**src/design/hbd_pkg.sv**
```systemverilog
// ----------------------------------------------------------------------------
// hbd_pkg
// Shared types, codes and sizes of the HTTP body dechunker.
// ----------------------------------------------------------------------------
package hbd_pkg;

	// default width of the byte counter / chunk size register
	localparam int HBD_LEN_WIDTH = 32;

	// field widths fixed by the interface
	localparam int BODY_LEN_W = 32;
	localparam int CFG_DATA_W = 32;
	localparam int CFG_IDX_W  = 2;
	localparam int ERR_W      = 2;

	// depth of the queue between front and back
	localparam int HBD_Q_DEPTH = 2;

	// configuration register indexes
	localparam logic [CFG_IDX_W-1:0] CFG_CHUNKED_MODE   = 2'd0;
	localparam logic [CFG_IDX_W-1:0] CFG_LENGTH_PRESENT = 2'd1;
	localparam logic [CFG_IDX_W-1:0] CFG_BODY_LENGTH    = 2'd2;

	// error codes
	localparam logic [ERR_W-1:0] ERR_NONE      = 2'd0;
	localparam logic [ERR_W-1:0] ERR_FRAMING   = 2'd1;
	localparam logic [ERR_W-1:0] ERR_EARLY_END = 2'd2;

	// input commands
	localparam logic CMD_BYTE = 1'b0;
	localparam logic CMD_END  = 1'b1;

	// configuration register file
	typedef struct packed {
		logic                  chunked_mode;
		logic                  length_present;
		logic [BODY_LEN_W-1:0] body_length;
	} cfg_t;

	// classified item handed from front to back
	typedef struct packed {
		logic       cmd;
		logic [7:0] data_byte;
		logic       is_hex;
		logic [3:0] hex_val;
		logic       is_cr;
		logic       is_lf;
	} item_t;

	// one result transaction
	typedef struct packed {
		logic [7:0]       body_byte;
		logic             byte_valid;
		logic             body_done;
		logic [ERR_W-1:0] error_code;
	} result_t;

endpackage

```
**src/design/hbd_if.sv**
```systemverilog
// ----------------------------------------------------------------------------
// hbd_raw_if / hbd_body_if
// Valid/ready channels for raw buffer bytes in and body bytes out.
// ----------------------------------------------------------------------------
interface hbd_raw_if;
	logic       valid;
	logic       ready;
	logic       cmd;
	logic [7:0] data_byte;

	modport source (output valid, cmd, data_byte, input ready);
	modport sink (input valid, cmd, data_byte, output ready);
	modport monitor (input valid, ready, cmd, data_byte);
endinterface

interface hbd_body_if;
	logic                     valid;
	logic                     ready;
	logic [7:0]               body_byte;
	logic                     byte_valid;
	logic                     body_done;
	logic [hbd_pkg::ERR_W-1:0] error_code;

	modport source (output valid, body_byte, byte_valid, body_done, error_code, input ready);
	modport sink (input valid, body_byte, byte_valid, body_done, error_code, output ready);
	modport monitor (input valid, ready, body_byte, byte_valid, body_done, error_code);
endinterface

```
**src/design/hbd_front.sv**
```systemverilog
// ----------------------------------------------------------------------------
// hbd_front
// Accepts raw transactions, classifies each byte (hex digit, CR, LF) and
// queues the classified item for the back end.
// ----------------------------------------------------------------------------
module hbd_front (
	input  logic           clk,
	input  logic           arst_n,
	hbd_raw_if.sink        raw,
	output logic           item_valid,
	output hbd_pkg::item_t item,
	input  logic           item_pop
);

	localparam int DEPTH = hbd_pkg::HBD_Q_DEPTH;
	localparam int PTR_W = (DEPTH > 1) ? $clog2(DEPTH) : 1;
	localparam int CNT_W = $clog2(DEPTH + 1);

	hbd_pkg::item_t           q_mem_q [DEPTH];
	logic [PTR_W-1:0]         wr_ptr_q;
	logic [PTR_W-1:0]         rd_ptr_q;
	logic [CNT_W-1:0]         count_q;
	hbd_pkg::item_t           cls;
	logic                     push;
	logic                     pop;

	// byte classification
	always_comb begin
		cls           = '0;
		cls.cmd       = raw.cmd;
		cls.data_byte = raw.data_byte;
		cls.is_cr     = (raw.data_byte == 8'h0d);
		cls.is_lf     = (raw.data_byte == 8'h0a);
		if (raw.data_byte >= 8'h30 && raw.data_byte <= 8'h39) begin
			cls.is_hex  = 1'b1;
			cls.hex_val = raw.data_byte[3:0];
		end else if (raw.data_byte >= 8'h61 && raw.data_byte <= 8'h66) begin
			cls.is_hex  = 1'b1;
			cls.hex_val = 4'(raw.data_byte[3:0] + 4'd9);
		end else if (raw.data_byte >= 8'h41 && raw.data_byte <= 8'h46) begin
			cls.is_hex  = 1'b1;
			cls.hex_val = 4'(raw.data_byte[3:0] + 4'd9);
		end
	end

	assign raw.ready  = (count_q != CNT_W'(DEPTH));
	assign push       = raw.valid && raw.ready;
	assign item_valid = (count_q != '0);
	assign pop        = item_pop && item_valid;
	assign item       = q_mem_q[rd_ptr_q];

	// queue pointers and fill count
	always_ff @(posedge clk or negedge arst_n) begin
		if (!arst_n) begin
			wr_ptr_q <= '0;
			rd_ptr_q <= '0;
			count_q  <= '0;
		end else begin
			if (push) begin
				wr_ptr_q <= (wr_ptr_q == PTR_W'(DEPTH - 1)) ? '0 : PTR_W'(wr_ptr_q + 1'b1);
			end
			if (pop) begin
				rd_ptr_q <= (rd_ptr_q == PTR_W'(DEPTH - 1)) ? '0 : PTR_W'(rd_ptr_q + 1'b1);
			end
			if (push && !pop) begin
				count_q <= CNT_W'(count_q + 1'b1);
			end else if (pop && !push) begin
				count_q <= CNT_W'(count_q - 1'b1);
			end
		end
	end

	// queue storage
	always_ff @(posedge clk) begin
		if (push) begin
			q_mem_q[wr_ptr_q] <= cls;
		end
	end

endmodule

```
**src/design/hbd_back.sv**
```systemverilog
// ----------------------------------------------------------------------------
// hbd_back
// Parse engine: framing state machine, size accumulation and byte count,
// with an output register toward the body channel.
// ----------------------------------------------------------------------------
module hbd_back #(
	parameter int LEN_WIDTH = hbd_pkg::HBD_LEN_WIDTH
) (
	input  logic           clk,
	input  logic           arst_n,
	input  hbd_pkg::cfg_t  cfg,
	input  logic           item_valid,
	input  hbd_pkg::item_t item,
	output logic           item_pop,
	hbd_body_if.source     body
);

	// parse phases
	localparam logic [2:0] PH_START   = 3'd0;
	localparam logic [2:0] PH_SIZE_LF = 3'd1;
	localparam logic [2:0] PH_DATA    = 3'd2;
	localparam logic [2:0] PH_DATA_CR = 3'd3;
	localparam logic [2:0] PH_DATA_LF = 3'd4;
	localparam logic [2:0] PH_DONE    = 3'd5;
	localparam logic [2:0] PH_ERROR   = 3'd6;
	localparam logic [2:0] PH_FIXED   = 3'd7;

	localparam logic [63:0] LEN_MAX64 = {64{1'b1}} >> (64 - LEN_WIDTH);

	logic [2:0]           phase_q, phase_d;
	logic [LEN_WIDTH-1:0] left_q, left_d;
	logic                 digit_q, digit_d;
	logic                 lsz_q, lsz_d;

	logic                 out_valid_q;
	hbd_pkg::result_t     out_q;
	hbd_pkg::result_t     res;
	logic                 res_v;

	logic [63:0]          blen64;
	logic [LEN_WIDTH-1:0] fix_len;
	logic [2:0]           ph;
	logic [LEN_WIDTH-1:0] cnt;
	logic                 complete;

	// fixed body length (zero when absent), saturated to the counter width
	assign blen64  = {{(64 - hbd_pkg::BODY_LEN_W){1'b0}}, cfg.body_length};
	assign fix_len = !cfg.length_present ? '0 :
		(blen64 > LEN_MAX64) ? '1 : blen64[LEN_WIDTH-1:0];

	assign complete = (phase_q == PH_DONE) ||
		(!cfg.chunked_mode && phase_q != PH_FIXED && phase_q != PH_ERROR &&
		 fix_len == '0);

	assign item_pop = item_valid && (!out_valid_q || body.ready);

	// next state and result of one item
	always_comb begin
		phase_d = phase_q;
		left_d  = left_q;
		digit_d = digit_q;
		lsz_d   = lsz_q;
		res_v   = 1'b0;
		res     = '0;
		ph      = phase_q;
		cnt     = left_q;
		if (item.cmd == hbd_pkg::CMD_END) begin
			// end of buffer: report completion and restart
			res_v          = 1'b1;
			res.body_done  = complete;
			res.error_code = complete ? hbd_pkg::ERR_NONE :
				(phase_q == PH_ERROR) ? hbd_pkg::ERR_FRAMING : hbd_pkg::ERR_EARLY_END;
			phase_d = PH_START;
			left_d  = '0;
			digit_d = 1'b0;
			lsz_d   = 1'b0;
		end else if (phase_q == PH_DONE || phase_q == PH_ERROR) begin
			// late bytes dropped
		end else if (cfg.chunked_mode) begin
			// a phase of fixed mode restarts chunk parsing
			if (phase_q == PH_FIXED) begin
				ph      = PH_START;
				phase_d = PH_START;
				left_d  = '0;
				digit_d = 1'b0;
				lsz_d   = 1'b0;
			end
			unique case (ph)
				PH_START: begin
					if (item.is_cr) begin
						if (!digit_d) begin
							phase_d = PH_ERROR;
							res_v   = 1'b1;
						end else begin
							lsz_d   = (left_d == '0);
							phase_d = PH_SIZE_LF;
						end
					end else if (!item.is_hex || left_d[LEN_WIDTH-1 -: 4] != 4'd0) begin
						phase_d = PH_ERROR;
						res_v   = 1'b1;
					end else begin
						left_d  = {left_d[LEN_WIDTH-5:0], item.hex_val};
						digit_d = 1'b1;
					end
				end
				PH_SIZE_LF: begin
					if (!item.is_lf) begin
						phase_d = PH_ERROR;
						res_v   = 1'b1;
					end else if (lsz_q) begin
						phase_d       = PH_DONE;
						res_v         = 1'b1;
						res.body_done = 1'b1;
					end else begin
						phase_d = PH_DATA;
					end
				end
				PH_DATA: begin
					left_d = LEN_WIDTH'(left_q - 1'b1);
					if (left_q == LEN_WIDTH'(1)) begin
						phase_d = PH_DATA_CR;
					end
					res_v          = 1'b1;
					res.body_byte  = item.data_byte;
					res.byte_valid = 1'b1;
				end
				PH_DATA_CR: begin
					if (!item.is_cr) begin
						phase_d = PH_ERROR;
						res_v   = 1'b1;
					end else begin
						phase_d = PH_DATA_LF;
					end
				end
				PH_DATA_LF: begin
					if (!item.is_lf) begin
						phase_d = PH_ERROR;
						res_v   = 1'b1;
					end else begin
						phase_d = PH_START;
						left_d  = '0;
						digit_d = 1'b0;
						lsz_d   = 1'b0;
					end
				end
				default: begin
				end
			endcase
			if (res_v && phase_d == PH_ERROR) begin
				res.error_code = hbd_pkg::ERR_FRAMING;
			end
		end else begin
			// fixed length body: load the count on the first byte
			if (phase_q != PH_FIXED) begin
				cnt     = fix_len;
				digit_d = 1'b0;
				lsz_d   = 1'b0;
			end
			if (cnt == '0) begin
				phase_d = PH_DONE;
				left_d  = '0;
			end else begin
				left_d         = LEN_WIDTH'(cnt - 1'b1);
				phase_d        = (cnt == LEN_WIDTH'(1)) ? PH_DONE : PH_FIXED;
				res_v          = 1'b1;
				res.body_byte  = item.data_byte;
				res.byte_valid = 1'b1;
				res.body_done  = (cnt == LEN_WIDTH'(1));
			end
		end
	end

	// parse state
	always_ff @(posedge clk or negedge arst_n) begin
		if (!arst_n) begin
			phase_q <= PH_START;
			left_q  <= '0;
			digit_q <= 1'b0;
			lsz_q   <= 1'b0;
		end else if (item_pop) begin
			phase_q <= phase_d;
			left_q  <= left_d;
			digit_q <= digit_d;
			lsz_q   <= lsz_d;
		end
	end

	// output register control
	always_ff @(posedge clk or negedge arst_n) begin
		if (!arst_n) begin
			out_valid_q <= 1'b0;
		end else if (item_pop && res_v) begin
			out_valid_q <= 1'b1;
		end else if (body.ready) begin
			out_valid_q <= 1'b0;
		end
	end

	// output register payload
	always_ff @(posedge clk) begin
		if (item_pop && res_v) begin
			out_q <= res;
		end
	end

	assign body.valid      = out_valid_q;
	assign body.body_byte  = out_q.body_byte;
	assign body.byte_valid = out_q.byte_valid;
	assign body.body_done  = out_q.body_done;
	assign body.error_code = out_q.error_code;

endmodule

```
**src/design/http_body_dechunker.sv**
```systemverilog
// ----------------------------------------------------------------------------
// http_body_dechunker
// Extracts an HTTP message body, fixed length or chunked, from a byte stream.
// ----------------------------------------------------------------------------
// The block takes one raw transaction per clock while the queue has room: a
// buffer byte or an end-of-buffer mark. The front end classifies each byte
// and puts it in a two-entry queue; the back end pops one item per cycle,
// updates the parse state (hex shift-in of the chunk size or one count
// decrement) and loads at most one result into an output register, and the
// sustained rate is one item per cycle as long as the body channel takes
// results. Items that give no result (size digits, CR/LF framing, dropped
// bytes) leave the block without a transaction. Configuration is written
// through cfg_we/cfg_index/cfg_data while idle.
// ----------------------------------------------------------------------------
module http_body_dechunker #(
	parameter int LEN_WIDTH = hbd_pkg::HBD_LEN_WIDTH
) (
	input  logic                            clk,
	input  logic                            arst_n,
	input  logic                            cfg_we,
	input  logic [hbd_pkg::CFG_IDX_W-1:0]   cfg_index,
	input  logic [hbd_pkg::CFG_DATA_W-1:0]  cfg_data,
	hbd_raw_if.sink                         raw,
	hbd_body_if.source                      body
);

	hbd_pkg::cfg_t  cfg_q;
	logic           item_valid;
	hbd_pkg::item_t item;
	logic           item_pop;

	// configuration registers
	always_ff @(posedge clk or negedge arst_n) begin
		if (!arst_n) begin
			cfg_q <= '0;
		end else if (cfg_we) begin
			unique case (cfg_index)
				hbd_pkg::CFG_CHUNKED_MODE:   cfg_q.chunked_mode   <= cfg_data[0];
				hbd_pkg::CFG_LENGTH_PRESENT: cfg_q.length_present <= cfg_data[0];
				hbd_pkg::CFG_BODY_LENGTH:
					cfg_q.body_length <= cfg_data[hbd_pkg::BODY_LEN_W-1:0];
				default: begin
				end
			endcase
		end
	end

	hbd_front u_front (
		.clk        (clk),
		.arst_n     (arst_n),
		.raw        (raw),
		.item_valid (item_valid),
		.item       (item),
		.item_pop   (item_pop)
	);

	hbd_back #(
		.LEN_WIDTH (LEN_WIDTH)
	) u_back (
		.clk        (clk),
		.arst_n     (arst_n),
		.cfg        (cfg_q),
		.item_valid (item_valid),
		.item       (item),
		.item_pop   (item_pop),
		.body       (body)
	);

endmodule

```
**src/flat_wrapper.sv**
```systemverilog
// flat-port wrapper written by rule: the top's interface ports become plain ports
module http_body_dechunker_flat 
#(
	parameter int LEN_WIDTH = hbd_pkg::HBD_LEN_WIDTH
)
  (clk, arst_n, cfg_we, cfg_index, cfg_data, raw_valid, raw_cmd, raw_data_byte, raw_ready, body_valid, body_body_byte, body_byte_valid, body_body_done, body_error_code, body_ready);
  hbd_raw_if raw_i ();
  hbd_body_if body_i ();
  input  logic clk;
  input  logic arst_n;
  input  logic cfg_we;
  input  logic [hbd_pkg::CFG_IDX_W-1:0] cfg_index;
  input  logic [hbd_pkg::CFG_DATA_W-1:0] cfg_data;
  input wire logic [$bits(raw_i.valid)-1:0] raw_valid;
  input wire logic [$bits(raw_i.cmd)-1:0] raw_cmd;
  input wire logic [$bits(raw_i.data_byte)-1:0] raw_data_byte;
  output wire logic [$bits(raw_i.ready)-1:0] raw_ready;
  output wire logic [$bits(body_i.valid)-1:0] body_valid;
  output wire logic [$bits(body_i.body_byte)-1:0] body_body_byte;
  output wire logic [$bits(body_i.byte_valid)-1:0] body_byte_valid;
  output wire logic [$bits(body_i.body_done)-1:0] body_body_done;
  output wire logic [$bits(body_i.error_code)-1:0] body_error_code;
  input wire logic [$bits(body_i.ready)-1:0] body_ready;
  assign raw_i.valid = raw_valid;
  assign raw_i.cmd = raw_cmd;
  assign raw_i.data_byte = raw_data_byte;
  assign raw_ready = raw_i.ready;
  assign body_valid = body_i.valid;
  assign body_body_byte = body_i.body_byte;
  assign body_byte_valid = body_i.byte_valid;
  assign body_body_done = body_i.body_done;
  assign body_error_code = body_i.error_code;
  assign body_i.ready = body_ready;
  http_body_dechunker #(.LEN_WIDTH(LEN_WIDTH)) u_core (.clk(clk), .arst_n(arst_n), .cfg_we(cfg_we), .cfg_index(cfg_index), .cfg_data(cfg_data), .raw(raw_i), .body(body_i));
endmodule
```
**config.mk**
```make
export PLATFORM = sky130hd
export DESIGN_NAME = http_body_dechunker_flat
export DESIGN_NICKNAME = d
export VERILOG_FILES = /design/src/design/hbd_pkg.sv /design/src/design/hbd_if.sv /design/src/design/hbd_front.sv /design/src/design/hbd_back.sv /design/src/design/http_body_dechunker.sv /design/src/flat_wrapper.sv
export SDC_FILE = /design/constraint.sdc
export NUM_CORES = 1
export LEC_CHECK = 0
export BUFFER_PORTS_ARGS = -buffer_cell sky130_fd_sc_hd__buf_4
export CAP_MARGIN = 25
export CELL_PAD_IN_SITES_DETAIL_PLACEMENT = 1
export CELL_PAD_IN_SITES_GLOBAL_PLACEMENT = 2
export CORE_ASPECT_RATIO = 0.9
export CORE_MARGIN = 8
export CORE_UTILIZATION = 25
export CTS_CLUSTER_SIZE = 24
export DETAILED_ROUTE_END_ITERATION = 10
export GPL_TIMING_DRIVEN = 0
export PLACE_DENSITY_LB_ADDON = 0.12
export SYNTH_ARGS = -nofsm -noshare
export SYNTH_HDL_FRONTEND = slang
export SYNTH_SLANG_ARGS = --single-unit
```
**constraint.sdc**
```tcl
create_clock -name clk -period 6.4 [get_ports clk]
set_input_delay 1.6 -clock clk [delete_from_list [all_inputs] [get_ports clk]]
set_output_delay 1.6 -clock clk [all_outputs]
set_load 0.02 [all_outputs]
```
==> results of run 1 <==
final timing paths:
kind / start / to / slack (ns) / depth (start not counted)
setup / recovery: body_ready / u_core.u_back.left_q[23] / 2.69 / 8
hold / removal: u_core.u_front.count_q[1] / u_core.u_front.count_q[1] / 0.50 / 1
setup reg to reg: u_core.u_back.phase_q[2] / u_core.u_back.left_q[23] / 2.72 / 12
hold reg to reg: u_core.u_front.count_q[1] / u_core.u_front.count_q[1] / 0.50 / 1
max in group asynchronous: arst_n / u_core.cfg_q[23] / 4.69 / 2
min in group asynchronous: arst_n / u_core.u_back.body.valid / 1.07 / 1
power by group through the flow:
| stage | sequential [W] | clock (W) | combinational [W] |
|---|---|---|---|
| final | 0.00129 | 0.000956 | 0.00252 |
| after global routing | 0.00132 | 0.000999 | 0.00271 |
| after CTS | 0.00129 | 0.000981 | 0.00249 |
| after detailed placement | 0.00130 | 0 | 0.00248 |
| after global placement | 0.00130 | 0 | 0.00250 |
| after floorplan | 0.00126 | 0 | 0.00154 |
worst register-to-register path, stage by stage (launching register included):
cell,delay [ns]
dfrtp_1,0.38
buf_4,0.18
nand3_4,0.12
buf_6,0.17
buf_4,0.20
buf_6,0.16
clkbuf_1,0.50
clkbuf_1,0.59
a21oi_1,0.25
a21oi_1,0.22
a21oi_1,0.13
o21ai_0,0.46
o2111ai_1,0.19
sequential cells by signal, indices dropped and copies added, names as in the netlist, 2 cells and up:
signal / cells
u_core.u_front.q_mem_q: 32
u_core.cfg_q: 34
u_core.u_back.phase_q: 3
u_core.u_back.body.error_code: 2
u_core.u_back.left_q: 32
u_core.u_back.body.body_byte: 8
u_core.u_front.count_q: 2
logic make-up (layout without fill, tap and decap cells):
| group | count (synthesis) | in the layout | synth area share (%) |
|---|---|---|---|
| AO/OA/AOI/OAI | 253 | 253 | 21.8 |
| XOR/XNOR | 36 | 36 | 4.01 |
| adder cells (fa/ha/maj) | 10 | 10 | 1.59 |
| buffers and inverters | 77 | 172 | 4.19 |
| flip-flops | 120 | 120 | 41.0 |
| multiplexers | 56 | 56 | 7.81 |
| AND/OR/NAND/NOR | 279 | 279 | 19.6 |
cells in the final DEF, fill, tap and decap left out, types with 7 or more instances in the layout:
cell       netlist  layout
dfrtp_1         76      76
nand2_1         64      64
nor2_1          64      63
buf_4            2      63
o21ai_0         61      61
a21oi_1         54      53
edfxtp_1        44      44
mux2_2          41      41
clkbuf_1        37      37
nor3_1          27      27
nand3_1         26      26
xnor2_1         22      22
and3_1          21      21
a22oi_1         20      20
inv_1           18      18
clkbuf_16        0      17
buf_2           14      14
mux2i_1         14      14
nor4_1          14      14
xor2_1          14      14
a31oi_1         12      12
a32oi_1         11      11
o22ai_1         10      10
o221ai_1        10      10
ha_1            10      10
and4_1           8       8
o31ai_1          8       8
and2_1           7       7
per-layer routing:
metal  vias to the layer above  part of all wire [%]
met2                       211                    43
li1                       3360                     -
met1                      3671                    50
met3                        38                   5.5
met4                         2                   1.4
met5                         -                 0.038
per-stage QoR:
step                util [%]  setup slack [ns]  total power [W]  hold WS (ns)  cell area, sq um
floorplan                  -              3.10          0.00280         0.461              7850
global placement        28.5              1.67          0.00380         0.485              8820
detailed placement      28.7              2.13          0.00378         0.493              8870
CTS                     30.5              2.72          0.00476         0.503              9420
global route            30.5              2.54          0.00503         0.527              9420
finish                  30.5              2.69          0.00477         0.499              9420
final cells by class:
class / count / area, sq um / area share, %
Clock inverter: 14 / 113 / 1.19
Sequential cell: 120 / 3220 / 34.2
Tap cell: 409 / 512 / 5.43
Buffer: 59 / 262 / 2.77
Clock buffer: 18 / 439 / 4.66
Multi-Input combinational cell: 634 / 4310 / 45.7
Inverter: 18 / 67.6 / 0.717
Timing Repair Buffer: 63 / 500 / 5.31
==> results.md, run 1 <==
- Fill cells: around 3600
- WP data arrival: 4.05 ns
- Crit Path Max Fanout: 10
- Initial antenna violation count: 1
- Syn Area/Cell: 9.45 sq um
- Die width: 203 um
- Postcts setup bufs: 0
- Top-area cell type share of the netlist area: 24.2%
- Wire length per cell after detailed routing: 25.6 um
- Pre-Repair DR Iteration Count: 6
- Worst min path class: register to register
- Global routing met3 resource utilization: approximately 4.2%
- H-tree lvl count: 4
- NetSw: around 0.0024 W
- Switching part of the total power: between 50 and 60%
- Max-cap viol count: 0
- Layout cells sized above 1: 19.1%
- Worst skew pair latency: 0.43 ns
- Finished Layout Cells: between 1000 and 1500
- Clock transition at the registers of the reported paths: 0.07 ns
- Final Setup Violations: 0
- # diodes: 0
- Busiest grt layer: met2
- Detailed Route WL: 34.2 mm
- # clock sinks: 120
- Main synth FF type: dfrtp_1
- Worst Path Required: 6.74 ns
- Power per cell area: 506 mW/mm^2
- YS warnings: 0
- Remaining global-route overflow: 0
- Slowest CP cell: a311oi_2
- Synthesized cell area: 0.00785 sq mm
- Via density: 5.45
- I/O Pins: 62
- CP top delay family: compound AO/OA/AOI/OAI gates
- EDFF count, synth: 44
- Nature of the critical path startpoint: input port
- Initial core utilization: 25.4%
- Final min period: about 3.7 ns
- Worst-Margin Slew: about 0.96 ns
- TritonCTS buffer count: 17
- Max Root-Sink Buffers: 2
- Post-route ant nets: 0
- Crit-path max cell delay: 0.87 ns
- Full die area: approximately 0.037 sq mm
- Via count: 7282
- CTS hold repair buffers: 0
- Yosys reg bits: 120
- Mapped Cells: 831
- Combinational power share: a little over half
- Gpl congestion: about 0.83
- Max Slew Vio Count: 0
- Setup Crit Path Kind: input port to register
- Setup TNS: 0 ns
- Post-DP HPWL: 25.7 mm
- DRC Markers: 0
- Rel. slew slack: 35.0%
- Hold Vio Cnt, Final: 0
- Syn Nets: 889
- Sequential share of power: approximately 27%
- Post-synthesis sequential area ratio: roughly 40%
- First-pass GRT wire length: slightly above 50 mm
- GR Util met2: ~28%
- Int Pwr: 0.00236 W
- Worst path buffer plus inverter count: 2
- Largest net degree at the start of global routing: 56
- Die H: roughly 180 um
- Fmax: 270 MHz
- Peak supply drop: 199 uV
- Top post-synthesis cells by area: dfrtp_1, edfxtp_1, mux2_2, o21ai_0, a21oi_1
- Yosys top cell by area: dfrtp_1
- # resized after CTS: 0
- Clk pwr share: 20.1%
- Unrepaired setup endpoints after global routing: false
- Period utilization: slightly below 60%
- Top-count cell post-synth: dfrtp_1
- CTS Root Cell: clkbuf_16
- Commonest cells in the netlist: dfrtp_1, nand2_1, nor2_1
- Vias in the first global route: 7606
- Static Leakage: 3.57 nW
- # nets final: 971
- Area Overhead vs Synth: 20.0%
- CP cell instances: buf_4 > nor2b_1 > nor2_1 > nand2_1 > a311oi_2 > buf_2 > o21ai_0 > o2111ai_1
- CTS tree: yes
- Fraction of registers with async set or reset after synthesis: roughly 63%
- GR Util met1: 26.2%
- GRT Util Overall: 18.4%
- Total core area: 0.0309 sq mm
- Port Buf Inserts: 61
- Cell Rows: 61
- Post-Place Cells: 1303
- Skew final: 0.0156 ns
- Status: finished, final reports clean
- Initial DRC Count: 586
- Kind of end point of the critical path: register
- Post-synth cell types: 80
No activity file was read; power rests on OpenSTA's default activity.
==> run 2, diff against run 1 <==
Settings changed: ABC_AREA set to 1.
Clock period 6.4 ns to 3.75 ns, I/O delays scaled along.
==> results.md, run 2 <==
- Status: finished, final reports clean
- Crit Reg-Reg Endpoint: u_core.u_back.body.body_byte[1]
- Die H: around 190 um
- Worst skew pair latency: 0.43 ns
- Layout cells sized above 1: 16.3%
- Slowest CP cell: clkbuf_1
- DRC Markers: 0
- Syn Area/Cell: a little over 7 sq um
- Syn Nets: 1260
- Worst R2R Start: u_core.u_back.body.valid
- Main synth FF type: dfrtp_1
- Top-count cell post-synth: nand2_1
- Setup TNS: 0 ns
- Worst R2R Setup Slack: 0.47 ns
- Via count: 8407
- Post-DP HPWL: 30.1 mm
- Initial core utilization: 25.3%
- Via density: 4.78
- Synthesized cell area: 0.00858 sq mm
- Setup Crit Path Kind: input port to register
- Worst min path class: register to register
- Setup crit end: u_core.u_back.body.body_byte[1]
- Routed length on met3: 1.37 mm
- Largest registers: u_core.cfg_q (34), u_core.u_back.left_q (32), u_core.u_front.q_mem_q (32)
- Commonest non-fill, non-tap cell in the layout: nand2_1
- Static Leakage: 4.76 nW
- Power per cell area: 885 mW/mm^2
- Max layer used: met4
- GRT Util Overall: 18.6%
- CTS Root Cell: clkbuf_16
- Fill cells: 4193
- Rel. slew slack: 38.3%
- Remaining global-route overflow: 0
- Fmax: slightly below 300 MHz
- # clock sinks: 120
- Met1 WL: 19.2 mm
- Pre-Repair DR Iteration Count: 6
- Final Setup Violations: 0
- Detailed Route WL: 36.9 mm
- # nets final: ~1300
- Multi-input logic area: ~0.0047 sq mm
- Initial antenna violation count: 0
- Crit-path max cell delay: 0.58 ns
- Post-synthesis sequential area ratio: between 30% and 40%
- YS warnings: 0
- Seq. cell area: 0.00322 sq mm
- CP startpoint: body_ready
- Crit Path Max Fanout: 12
- Post-route ant nets: 0
- Die width: 211 um
- Mapped Cells: 1202
- Post-synth cell types: 45
- Max Slew Vio Count: 0
- Period utilization: 90.7%
- Unrepaired setup endpoints after global routing: false
- EDFF count, synth: 44
- Clock transition at the registers of the reported paths: 0.06 ns
- Commonest cells after routing, fill and taps aside: nand2_1, nor2_1, inv_1
- Full die area: 0.0405 sq mm
- Total core area: between 0.03 and 0.04 sq mm
- Max-cap viol count: 0
- Yosys reg bits: 120
- Max Root-Sink Buffers: 2
- CP cell instances: buf_4 > nor2_1 > a21oi_1 > inv_1 > a21oi_2 > clkbuf_1 > nand2_1 > inv_1
- Yosys top cell by area: dfrtp_1
- Gpl congestion: 0.843
- Worst-Margin Slew: 0.925 ns
- Worst Path Required: 3.81 ns
- Max reg flops: 34
- Final min period: 3.40 ns
- Most used cell, CP: inv_1
- Area Overhead vs Synth: 19.1%
- Port Buf Inserts: 61
- CTS tree: yes
- Fraction of registers with async set or reset after synthesis: a little over three fifths
- WP data arrival: 3.46 ns
- Top-area cell type share of the netlist area: 22.2%
- Routed length on met2: between 15 and 20 mm
- # diodes: 0
- H-tree lvl count: 4
- Skew final: 0.0141 ns
- Most flops, register: u_core.cfg_q
- Kind of end point of the critical path: register
- Vias in the first global route: 8752
- Largest net degree at the start of global routing: 43
- Initial DRC Count: 571
- I/O Pins: 62
- Top post-synthesis cells by area: dfrtp_1, nand2_1, edfxtp_1, nand3_1, nor2_1
- Cell Rows: 64
- Nature of the critical path startpoint: input port
- WHS: 0.477 ns
- TritonCTS buffer count: 17
- Hold Vio Cnt, Final: 0
- Peak supply drop: 277 uV
- Wire length per cell after detailed routing: 20.9 um
- First-pass GRT wire length: about 56 mm
- Commonest cells in the netlist: nand2_1, nor2_1, inv_1
- R2r worst-path depth: 8
[run 2: cell count changes in the layout (fill, tap and decap cells not counted), moves of 11 or more]
cell      delta
a21oi_1     -11
xnor2_1     -14
nand2_2     +21
nand2_1    +315
a22oi_1     -14
nand3_1     +71
inv_1       +92
and3_1      -21
nor3_1      -18
mux2i_1     -14
clkbuf_1    -20
nor2_1      +54
nand4_1     +23
a32oi_1     -11
[run 2: power by group]
part           switching (W)  internal (W)  leakage, nW
Combinational        0.00381       0.00147         3.11
Clock               0.000672      0.000915        0.274
Sequential          0.000372       0.00180         1.38
[run 2: repair_timing]
action | in CTS | in global routing
hold buffers | 0 | 0
buffers inserted | 0 | 0
endpoints found under the setup margin | 0 | 12
gates resized for setup | 0 | 1
endpoints found under the hold margin | 0 | 0
[run 2: worst min path at each step]
stage,end,cells past startpoint,startpoint,slack (ns)
after floorplan,u_core.u_front.count_q[0],1,u_core.u_front.count_q[0],0.45
after global placement,u_core.u_front.count_q[0],1,u_core.u_front.count_q[0],0.46
after detailed placement,u_core.u_front.count_q[0],1,u_core.u_front.count_q[0],0.47
after CTS,u_core.u_front.count_q[0],1,u_core.u_front.count_q[0],0.48
after global routing,u_core.u_front.count_q[0],1,u_core.u_front.count_q[0],0.50
final,u_core.u_front.count_q[0],1,u_core.u_front.count_q[0],0.48
[run 2: cell type report]
type                       count  area share [%]
buffer                        43            2.29
clock buffer                  18            4.20
clock inverter                14            1.20
inverter                     118            4.33
multi-input combinational    921            45.9
sequential                   120            31.5
tap                          462            5.66
timing repair buffer          63            4.90
[run 2: routing by layer]
| layer | vias up | global-route usage, % |
|---|---|---|
| met1 | 4089 | 27.8 |
| met4 | 0 | 5.10 |
| met5 | - | 0 |
| met2 | 148 | 27.9 |
| li1 | 4143 | - |
| met3 | 27 | 2.15 |
[run 2: critical path: cells and delay by family]
family                 cells  cell delay, ns
AO/OA/AOI/OAI              2            0.83
AND/OR/NAND/NOR            2            0.32
buffers and inverters      4            1.36
[run 2: cells by family (layout without fill, tap and decap cells)]
group,count (synthesis),in the layout,synth area share (%)
simple gates,688,688,34.9
compound gates,168,168,11.7
buf+inv,161,256,7.89
flops,120,120,37.6
mux,31,31,4.07
xor+xnor,24,24,2.45
fa+ha+maj,10,10,1.46
[run 2: metrics by stage]
stage | power [W] | cell area [sq um] | std cells | worst slack, ns | util, %
after floorplan | 0.00547 | 8580 | 1202 | 1.26 | -
after global placement | 0.00745 | 9620 | 1725 | -0.398 | 28.4
after detailed placement | 0.00749 | 9670 | 1727 | -0.366 | 28.5
after CTS | 0.00911 | 10200 | 1759 | 0.0885 | 30.2
after global routing | 0.00978 | 10200 | 1759 | 0.176 | 30.2
final | 0.00905 | 10200 | 1759 | 0.347 | 30.2
